===== src/rtl/ldt_pkg.sv =====
`timescale 1ns / 1ps
// ----------------------------------------------------------------------------
// ldt_pkg
// Shared types, constants and helpers of the linear directory table.
// ----------------------------------------------------------------------------
package ldt_pkg;

    localparam int CAPACITY_DEF   = 1024;
    localparam int NAME_BYTES_DEF = 8;

    localparam int OP_W  = 2;
    localparam int KEY_W = 64;
    localparam int PAY_W = 32;
    localparam int ST_W  = 2;
    localparam int CMP_W = 11;

    typedef enum logic [OP_W-1:0] {
        OP_INSERT = 2'd0,
        OP_LOOKUP = 2'd1,
        OP_DELETE = 2'd2,
        OP_NONE   = 2'd3
    } t_op;

    typedef enum logic [ST_W-1:0] {
        ST_OK   = 2'd0,
        ST_MISS = 2'd1,
        ST_FULL = 2'd2
    } t_status;

    // Commands from the controller to the datapath.
    typedef struct packed {
        logic    start;
        logic    insert_wr;
        logic    scan;
        logic    move_rd;
        logic    move_wr;
        logic    finish;
        t_status fin_status;
    } t_cmd;

    // Status from the datapath to the controller.
    typedef struct packed {
        t_op  op;
        logic full;
        logic empty;
        logic hit;
        logic exhausted;
        logic out_free;
    } t_stat;

    // Keeps the top name_bytes bytes up to the first zero byte; the rest is zero.
    function automatic logic [KEY_W-1:0] norm_key(input logic [KEY_W-1:0] key,
                                                  input int name_bytes);
        logic [KEY_W-1:0] res;
        logic             stop;
        logic [7:0]       byte_v;
        res  = '0;
        stop = 1'b0;
        for (int b = 0; b < 8; b++) begin
            byte_v = key[KEY_W-1-8*b -: 8];
            if (b >= name_bytes || byte_v == 8'd0) begin
                stop = 1'b1;
            end
            if (!stop) begin
                res[KEY_W-1-8*b -: 8] = byte_v;
            end
        end
        return res;
    endfunction

endpackage


===== src/rtl/ldt_ctrl.sv =====
`timescale 1ns / 1ps
// ----------------------------------------------------------------------------
// ldt_ctrl
// Sequencer for insert, lookup and delete.
// ----------------------------------------------------------------------------
module ldt_ctrl
    import ldt_pkg::*;
(
    input  logic  i_clk,
    input  logic  i_rst_n,
    input  logic  i_in_valid,
    output logic  o_in_ready,
    input  t_stat i_stat,
    output t_cmd  o_cmd
);
    typedef enum logic [2:0] {
        S_IDLE,
        S_DECODE,
        S_SCAN,
        S_MOVE_RD,
        S_MOVE_WR,
        S_FINISH
    } t_state;

    t_state  r_state;
    t_state  n_state;
    t_status r_fin;
    t_status n_fin;

    always_comb begin
        n_state = r_state;
        n_fin   = r_fin;
        o_cmd   = '0;
        o_cmd.fin_status = r_fin;
        case (r_state)
            S_IDLE: begin
                if (i_in_valid) begin
                    o_cmd.start = 1'b1;
                    n_state     = S_DECODE;
                end
            end
            S_DECODE: begin
                n_state = S_FINISH;
                case (i_stat.op)
                    OP_INSERT: begin
                        if (i_stat.full) begin
                            n_fin = ST_FULL;
                        end else begin
                            o_cmd.insert_wr = 1'b1;
                            n_fin           = ST_OK;
                        end
                    end
                    OP_LOOKUP, OP_DELETE: begin
                        n_fin = ST_MISS;
                        if (!i_stat.empty) begin
                            n_state = S_SCAN;
                        end
                    end
                    default: begin
                        n_fin = ST_MISS;
                    end
                endcase
            end
            S_SCAN: begin
                o_cmd.scan = 1'b1;
                if (i_stat.hit) begin
                    n_fin   = ST_OK;
                    n_state = (i_stat.op == OP_DELETE) ? S_MOVE_RD : S_FINISH;
                end else if (i_stat.exhausted) begin
                    n_fin   = ST_MISS;
                    n_state = S_FINISH;
                end
            end
            S_MOVE_RD: begin
                o_cmd.move_rd = 1'b1;
                n_state       = S_MOVE_WR;
            end
            S_MOVE_WR: begin
                // The last entry fills the hole left by the deleted one.
                o_cmd.move_wr = 1'b1;
                n_state       = S_FINISH;
            end
            S_FINISH: begin
                if (i_stat.out_free) begin
                    o_cmd.finish = 1'b1;
                    n_state      = S_IDLE;
                end
            end
            default: begin
                n_state = S_IDLE;
            end
        endcase
    end

    always_ff @(posedge i_clk) begin
        if (!i_rst_n) begin
            r_state <= S_IDLE;
            r_fin   <= ST_MISS;
        end else begin
            r_state <= n_state;
            r_fin   <= n_fin;
        end
    end

    assign o_in_ready = (r_state == S_IDLE);
endmodule


===== config.mk =====
export PLATFORM = sky130hd
export DESIGN_NAME = ldt_ctrl
export DESIGN_NICKNAME = d
export VERILOG_FILES = /design/src/rtl/ldt_pkg.sv /design/src/rtl/ldt_ctrl.sv
export SDC_FILE = /design/constraint.sdc
export NUM_CORES = 1
export LEC_CHECK = 0
export BUFFER_PORTS_ARGS = -buffer_cell sky130_fd_sc_hd__buf_2
export CORE_AREA = 2 2 39 41
export DETAILED_ROUTE_END_ITERATION = 10
export DIE_AREA = 0 0 41 43
export PLACE_DENSITY = 0.64
export SETUP_SLACK_MARGIN = 0.05
export SKIP_CTS_REPAIR_TIMING = 1
export SLEW_MARGIN = 40
export SYNTH_ARGS = -nofsm -noshare
export SYNTH_HDL_FRONTEND = slang
export SYNTH_SLANG_ARGS = --single-unit

===== constraint.sdc =====
create_clock -name i_clk -period 1.5 [get_ports i_clk]
set_clock_uncertainty 0.05 [all_clocks]
set_input_delay 0.075 -clock i_clk [delete_from_list [all_inputs] [get_ports i_clk]]
set_output_delay 0.075 -clock i_clk [all_outputs]
set_load 0.1 [all_outputs]

==> flow_summary.ini, run 1 <==
[placement]
gp_congestion = 0.871
io_buffer_count = 18
placedInstanceArea_um2 = 632
post-place-cells = 83
place_hpwl_um = 789

[critical_path]
worstPathRequired_ns = 1.37
crit_fanout = 6
crit_arrival_ns = 1.27
r2r_setup_slack_ns = 0.32
cp-start-kind = flip-flop
reg2reg_to = r_state[0]$_SDFFE_PN0P_
timing.rr.start = r_state[0]$_SDFFE_PN0P_
end_kind = output pin
r2r_cells = 5
critPathKind = reg2out

[logic_synthesis]
synth.distinct_cells = 28
synth_nets = 61
yosys_warnings = 0
yosysTopAreaCell = dfxtp_1
avgSynthCellArea_um2 = 7.66
yosysTopAreaCellShare_pct = 26.7
synth-seq-area-share_pct = 26.7
syn_inst = 49
synth_area_um2 = 375
ys_seq_elements = 5
synth_area_leaders = dfxtp_1, ha_1, inv_1

[grt]
track_usage_pct = 13.1
grt_pass1_vias = 375
grt_start_max_net_pins = 10
grt_pass1_wl_um = 1580
antenna_found_initial = 0
overflow = 0

[floorplanning]
ios = 19
core_mm2 = 0.00138
dieArea_mm2 = 0.00176
rows = 14
die_w_um = 41
die_h_um = 43
initial_core_util_pct = 27.1

[timing]
maxClockFrequency_mhz = 717
drv_slew = 0
finalCritPeriodShare_pct = 92.9
rsz0062_at_grt = false
setup_violations = 0
fin_crit_ns = 1.39
worst_pin_slew_ns = 0.486
max-slew-margin-rel_pct = 67.8
final-hold-violation-count = 0

[cells_and_area]
final_common_cell = buf_2
syn2layout_area_growth_pct = 79.0
instances_no_fill = 88
diodes = 0
nFillCells = 138
nNetsFinal = 85
layout_common_cells = buf_2, buf_12, inv_1
drive_gt1_share_pct = 55.6
fin_area_um2 = 672

[drt]
avgRoutedWirePerCell_um = 10.6
drt_first_pass_iters = 4
ant_nets = 0
drt_iter0_markers = 13
viasPerCell = 4.98
via_count = 438
drc = 0
wirelength_um = 937

[hold_path]
hold_start = i_rst_n
min_path_cells = 2
min_path_type = in2reg
holdPathEnd = r_fin[0]$_SDFFE_PN1P_

[cts]
clkLatencyLatePin_ns = 0.24
clock_path_buffers = 2
cts_sinks = 5
clk_root_buffer_cell = clkbuf_4
tritoncts = yes
cts_htree_levels = 1
cts_buffers = 3
cts.clk_slew.worst_paths_ns = 0.04

[pwr]
p_leak_nw = 0.303
power.total_mw = 0.695
power_density_mw_per_mm2 = 1030
ir_drop_uv = 414

[flow_run]
cap_violations = 0

[run_status]
status = finished clean
## registers in the layout, indices dropped and copies added, names as in the netlist
signal,count
r_state,3
r_fin,2
## layout make-up
class / instances / area, um2 / area share [%]
clock buffer: 4 / 26.3 / 3.91
inverter: 6 / 25.0 / 3.72
multi-input combinational: 36 / 280 / 41.7
sequential: 5 / 103 / 15.3
tap: 16 / 20.0 / 2.98
timing repair buffer: 21 / 218 / 32.4
## metrics by stage
step / TNS, ns / worst slack, ns / util [%] / hold slack (ns)
floorplan: -0.485 / -0.369 / - / 0.104
global placement: 0 / 0.311 / 45.7 / 0.264
detailed placement: 0 / 0.274 / 45.7 / 0.264
CTS: 0 / 0.0115 / 47.6 / 0.0105
global route: 0 / 0.0653 / 48.6 / 0.0166
finish: 0 / 0.106 / 48.6 / 0.0162
## cell families (layout without fill, tap and decap cells)
group	count (synthesis)	after routing	share of synthesized area, %
buffers and inverters	8	31	9.33
flip-flops	5	5	26.7
AND/OR/NAND/NOR	20	20	32.0
adder cells (fa/ha/maj)	2	2	6.67
AO/OA/AOI/OAI	14	14	25.3
## worst max path at each step
| stage | from | endpoint | slack (ns) | depth (start not counted) |
|---|---|---|---|---|
| floorplan | r_state[0]$_SDFFE_PN0P_ | o_cmd[7] | -0.37 | 3 |
| global placement | r_state[0]$_SDFFE_PN0P_ | o_cmd[7] | 0.31 | 4 |
| detailed placement | r_state[0]$_SDFFE_PN0P_ | o_cmd[7] | 0.27 | 4 |
| CTS | r_state[0]$_SDFFE_PN0P_ | o_cmd[7] | 0.01 | 4 |
| global route | r_state[1]$_SDFFE_PN0P_ | o_cmd[7] | 0.07 | 4 |
| finish | r_state[1]$_SDFFE_PN0P_ | o_cmd[7] | 0.11 | 4 |
## power breakdown
| part | leakage, nW | switching (mW) | internal [mW] | total (mW) |
|---|---|---|---|---|
| logic | 0.246 | 0.242 | 0.134 | 0.376 |
| registers | 0.0416 | 0.0183 | 0.148 | 0.167 |
| clock network | 0.0150 | 0.0525 | 0.100 | 0.153 |
| total | 0.303 | 0.313 | 0.383 | 0.695 |
## cells in the mapped netlist
library cell	instances
a21oi_1	3
a21oi_2	1
a31oi_1	3
and2_1	1
and2_2	1
and2b_2	1
and2b_4	1
and3_2	1
buf_2	1
buf_4	1
dfxtp_1	5
ha_1	2
inv_1	6
nand2_1	3
nand2b_2	1
nand3_1	2
nand3b_1	1
nor2_1	3
nor3_1	3
nor3_2	1
nor4_1	1
o211a_1	1
o21ai_0	1
o21ai_1	1
o21ai_2	1
o221ai_1	1
o22ai_1	1
o311ai_1	1
## critical path, stage by stage, from the launching register on
cell and delay [ns]:
dfxtp_1 0.32, buf_4 0.17, nor3_4 0.19, and2_4 0.17, buf_12 0.16
## layer usage
metal | GRT usage, % | wire length, um
met1 | 17.5 | 387
met4 | 4.00 | 11
met5 | 0 | 0
met3 | 6.28 | 63
met2 | 18.1 | 474
Power figures use the tool's default switching activity.
==> run 2, diff against run 1 <==
==> constraint.sdc (replaced) <==
create_clock -name i_clk -period 1.5 [get_ports i_clk]
set_clock_uncertainty 0.05 [all_clocks]
set_input_delay 0.3 -clock i_clk [delete_from_list [all_inputs] [get_ports i_clk]]
set_output_delay 0.3 -clock i_clk [all_outputs]
set_load 0.1 [all_outputs]
==> flow_summary.ini, run 2 (same netlist as run 1, synthesis figures left out) <==
[placement]
io_buffer_count = 18
placedInstanceArea_um2 = 656
place_ws_ns = 0.0624
gp_congestion = 0.801
place_hpwl_um = 857

[critical_path]
cp_top_family = flip-flops
end_kind = output pin
crit_fanout = 6
critPathKind = reg2out
critPathBufInv = 2
cp.depth = 4
slowest_stage = dfxtp_2
crit_path_max_incr_delay_ns = 0.33
crit_arrival_ns = 1.19
worstPathRequired_ns = 1.15
cp_cell_sequence = buf_4 > nor3_4 > and2_4 > buf_12
cp-start-kind = flip-flop
r2r_cells = 5

[drt]
highest_layer = met4
viasPerCell = 4.98
avgRoutedWirePerCell_um = 11.2
drt_first_pass_iters = 3
drc = 0
wl_met1_um = 411
wl_met2_um = 528
via_count = 448
wl_met3_um = 55
wirelength_um = 1010
ant_nets = 0
drt_iter0_markers = 4

[timing]
fin_crit_ns = 1.54
finalCritPeriodShare_pct = 103
rsz0062_at_grt = true
max-slew-margin-rel_pct = 68.1
drv_slew = 0
setup_slack_ns = -0.0431
final-hold-violation-count = 0
maxClockFrequency_mhz = 648
worst_pin_slew_ns = 0.482
setup_tns_ns = -0.127
setup_violations = 5

[floorplanning]
ios = 19
core_mm2 = 0.00138
initial_core_util_pct = 27.1
rows = 14
die_h_um = 43
die_w_um = 41
dieArea_mm2 = 0.00176

[grt]
antenna_found_initial = 0
track_usage_pct = 14.6
overflow = 0
grt_pass1_vias = 454
grt_start_max_net_pins = 10
grt_pass1_wl_um = 1710

[cells_and_area]
top_register = r_state
final_common_cell = buf_2
diodes = 0
syn2layout_area_growth_pct = 87.7
drive_gt1_share_pct = 58.1
largest_reg_flops = 3
layout_common_cells = buf_2, buf_12, inv_1, buf_4
fin_area_um2 = 704
reg_top3 = r_state: 3 flops, r_fin: 2 flops
final_util_pct = 50.9
nNetsFinal = 87

[cts]
cts_sinks = 5
cts_buffers = 3
clock_path_buffers = 2
cts_htree_levels = 1
clk_root_buffer_cell = clkbuf_4
clkLatencyLatePin_ns = 0.24
cts.clk_slew.worst_paths_ns = 0.04
tritoncts = yes

[pwr]
p_leak_nw = 0.316
ir_drop_uv = 663
power.total_mw = 0.713
power_density_mw_per_mm2 = 1010

[hold_path]
min_path_cells = 2
min_path_type = in2reg

[run_status]
status = finished with violations
failed_checks = setup timing

[flow_run]
cap_violations = 0
## run 2: layer usage
| layer | up-vias | GRT usage [%] |
|---|---|---|
| met3 | 2 | 9.42 |
| met5 | - | 0 |
| met1 | 204 | 14.8 |
| met2 | 15 | 22.8 |
| li1 | 227 | - |
| met4 | 0 | 5.33 |
## run 2: layout make-up
| type | count | area [um2] |
|---|---|---|
| clock buffer | 4 | 26.3 |
| sequential | 5 | 109 |
| multi-input combinational | 36 | 289 |
| inverter | 6 | 27.5 |
| timing repair buffer | 23 | 233 |
| fill | 132 | 679 |
| tap | 16 | 20.0 |
## run 2: final timing paths
check / start / to / slack (ns)
min: i_rst_n / r_fin[0]$_SDFFE_PN1P_ / 0.25
min reg2reg: r_fin[1]$_SDFFE_PN0P_ / r_fin[1]$_SDFFE_PN0P_ / 0.42
max reg2reg: r_state[0]$_SDFFE_PN0P_ / r_fin[0]$_SDFFE_PN1P_ / 0.31
max: r_state[1]$_SDFFE_PN0P_ / o_cmd[7] / -0.04
## run 2: worst reg2reg max path, stage by stage (launching register included)
cell and delay [ns]:
dfxtp_4 0.36, buf_4 0.14, nand2b_2 0.12, nor2_1 0.06, a31oi_1 0.18, o221ai_1 0.15
## run 2: through the flow
| step | hold slack (ns) | cells |
|---|---|---|
| finish | 0.254 | 90 |
| global route | 0.246 | 90 |
| CTS | 0.242 | 89 |
| floorplan | 0.329 | 49 |
| detailed placement | 0.416 | 85 |
| global placement | 0.405 | 85 |
## run 2: where the power goes
group          leakage [nW]  internal [mW]  switching, mW
clock network        0.0150          0.100         0.0497
logic                 0.259          0.147          0.246
registers            0.0427          0.149         0.0222
==> run 3, diff against run 2 <==
Settings changed: ABC_AREA set to 1, PLACE_DENSITY 0.64 to 0.65.
==> flow_summary.ini, run 3 <==
[drt]
wirelength_um = 1090
ant_nets = 0
viasPerCell = 4.60
via_count = 515
drt_first_pass_iters = 4
avgRoutedWirePerCell_um = 9.72
drt_iter0_markers = 11
drc = 0

[cells_and_area]
drive_gt1_share_pct = 54.2
syn2layout_area_growth_pct = 109
diodes = 0
nNetsFinal = 109
largest_reg_flops = 3
top_register = r_state
final_util_pct = 58.1
reg_top3 = r_state: 3 flops, r_fin: 2 flops
layout_common_cells = nand2_1, buf_2, nand3_1
instances_no_fill = 112

[cts]
clk_root_buffer_cell = clkbuf_4
cts_sinks = 5
cts_buffers = 3
cts.clk_slew.worst_paths_ns = 0.05
clock_path_buffers = 2
cts_htree_levels = 1
tritoncts = yes
clkLatencyLatePin_ns = 0.25

[grt]
grt_use_met3_pct = 2.09
busiest_layer = met2
grt_pass1_wl_um = 1700
track_usage_pct = 13.8
grtUsageMet1_pct = 17.2
grtUsageMet2_pct = 22.2
grt_pass1_vias = 466
overflow = 0
grt_start_max_net_pins = 9
antenna_found_initial = 0

[floorplanning]
die_w_um = 41
rows = 14
dieArea_mm2 = 0.00176
ios = 19
initial_core_util_pct = 27.8
die_h_um = 43
core_mm2 = 0.00138

[logic_synthesis]
synth_edf_count = 0
synth.distinct_cells = 16
avgSynthCellArea_um2 = 5.93
synth-seq-area-share_pct = 26.0
yosysTopAreaCell = dfxtp_1
synth_most_common_cell = nand2_1
ys_seq_elements = 5
synth_area_um2 = 385
yosys_warnings = 0
syn_inst = 65
synth_area_leaders = dfxtp_1, nand2_1, nand3_1
yosysTopAreaCellShare_pct = 26.0
synth_nets = 77
synth-async-reset-ratio_pct = 0
synth_ff_type = dfxtp_1
synthTopCellsByCount = nand2_1, inv_1, nand3_1, nor2_1, dfxtp_1

[pwr]
p_int_mw = 0.584
p_sw_share_pct = 55.5
power_density_mw_per_mm2 = 1630
p_comb_share_pct = 70.7
p_leak_nw = 0.380
clkPwrFrac_pct = 12.5
ir_drop_uv = 693
seq_power_share_pct = 16.8
switching_power_mw = 0.727

[critical_path]
cp-start-kind = flip-flop
crit_fanout = 6
end_kind = output pin
crit_arrival_ns = 1.20
worstPathRequired_ns = 1.15
critPathKind = reg2out

[placement]
place_hpwl_um = 816
gp_congestion = 0.766
io_buffer_count = 18
post-place-cells = 101
place_ws_ns = 0.0809

[timing]
setup_violations = 3
finalCritPeriodShare_pct = 104
max-slew-margin-rel_pct = 67.9
rsz0062_at_grt = true
setup_tns_ns = -0.114
setup_slack_ns = -0.0525
worst_pin_slew_ns = 0.485
final-hold-violation-count = 0
holdWs_ns = 0.230
drv_slew = 0
fin_crit_ns = 1.55
maxClockFrequency_mhz = 644

[hold_path]
min_path_type = in2reg

[flow_run]
cap_violations = 0

[run_status]
failed_checks = setup timing
status = finished with violations
==> run 3: cell count changes after synthesis, sizes merged, moves of 2 or more <==
cell   previous run  this run
nor3              4         1
a21oi             4         2
nor2              3         9
and2              2         0
a31oi             3         0
nand2             3        16
inv               6        13
and2b             2         0
nand3             2        10
nand4             0         2
buf               2         0
==> run 3: final timing paths <==
check	slack, ns	depth (start not counted)	startpoint	to
worst min-delay path	0.23	2	i_rst_n	r_fin[0]$_SDFFE_PN1P_
worst min register to register	0.42	2	r_fin[1]$_SDFFE_PN0P_	r_fin[1]$_SDFFE_PN0P_
worst max-delay path	-0.05	4	r_state[1]$_SDFFE_PN0P_	o_cmd[6]
worst max register to register	0.18	8	r_state[0]$_SDFFE_PN0P_	r_state[1]$_SDFFE_PN0P_
==> run 3: power groups by stage <==
stage,clock network (mW),registers (mW),logic (mW)
6_report,0.164,0.220,0.927
4_1_cts,0.163,0.205,0.844
2_1_floorplan,0,0.322,0.480
3_3_place_gp,0,0.206,0.832
3_5_place_dp,0,0.207,0.841
5_1_grt,0.171,0.225,0.985
==> run 3: kinds of logic (layout without fill, tap and decap cells) <==
| group | Yosys count | in the layout | synth area share [%] |
|---|---|---|---|
| adder cells (fa/ha/maj) | 2 | 2 | 6.49 |
| AND/OR/NAND/NOR | 40 | 40 | 48.4 |
| flip-flops | 5 | 5 | 26.0 |
| buffers and inverters | 13 | 44 | 12.7 |
| AO/OA/AOI/OAI | 5 | 5 | 6.49 |
==> run 3: cell type report <==
type	count	area, um2
Sequential cell	5	111
Fill cell	138	579
Timing Repair Buffer	27	270
Multi-Input combinational cell	47	313
Inverter	13	63.8
Clock buffer	4	26.3
Tap cell	16	20.0
==> run 3: metrics by stage <==
step | power [mW] | area (um2)
after detailed placement | 1.05 | 664
after global placement | 1.04 | 664
after CTS | 1.21 | 691
after global routing | 1.38 | 805
after floorplan | 0.802 | 434
final | 1.31 | 805
==> run 3: critical path: stages, from the launching register on <==
cell and delay (ns):
dfxtp_4 0.38, nor3_4 0.21, nand2_2 0.09, nor2_4 0.10
buf_12 0.18
==> run 3: routing by layer <==
metal  up-vias  share of wire [%]
met4         0                1.5
li1        271                  -
met3         3                5.9
met1       223                 40
met2        18                 52
met5         -                  0
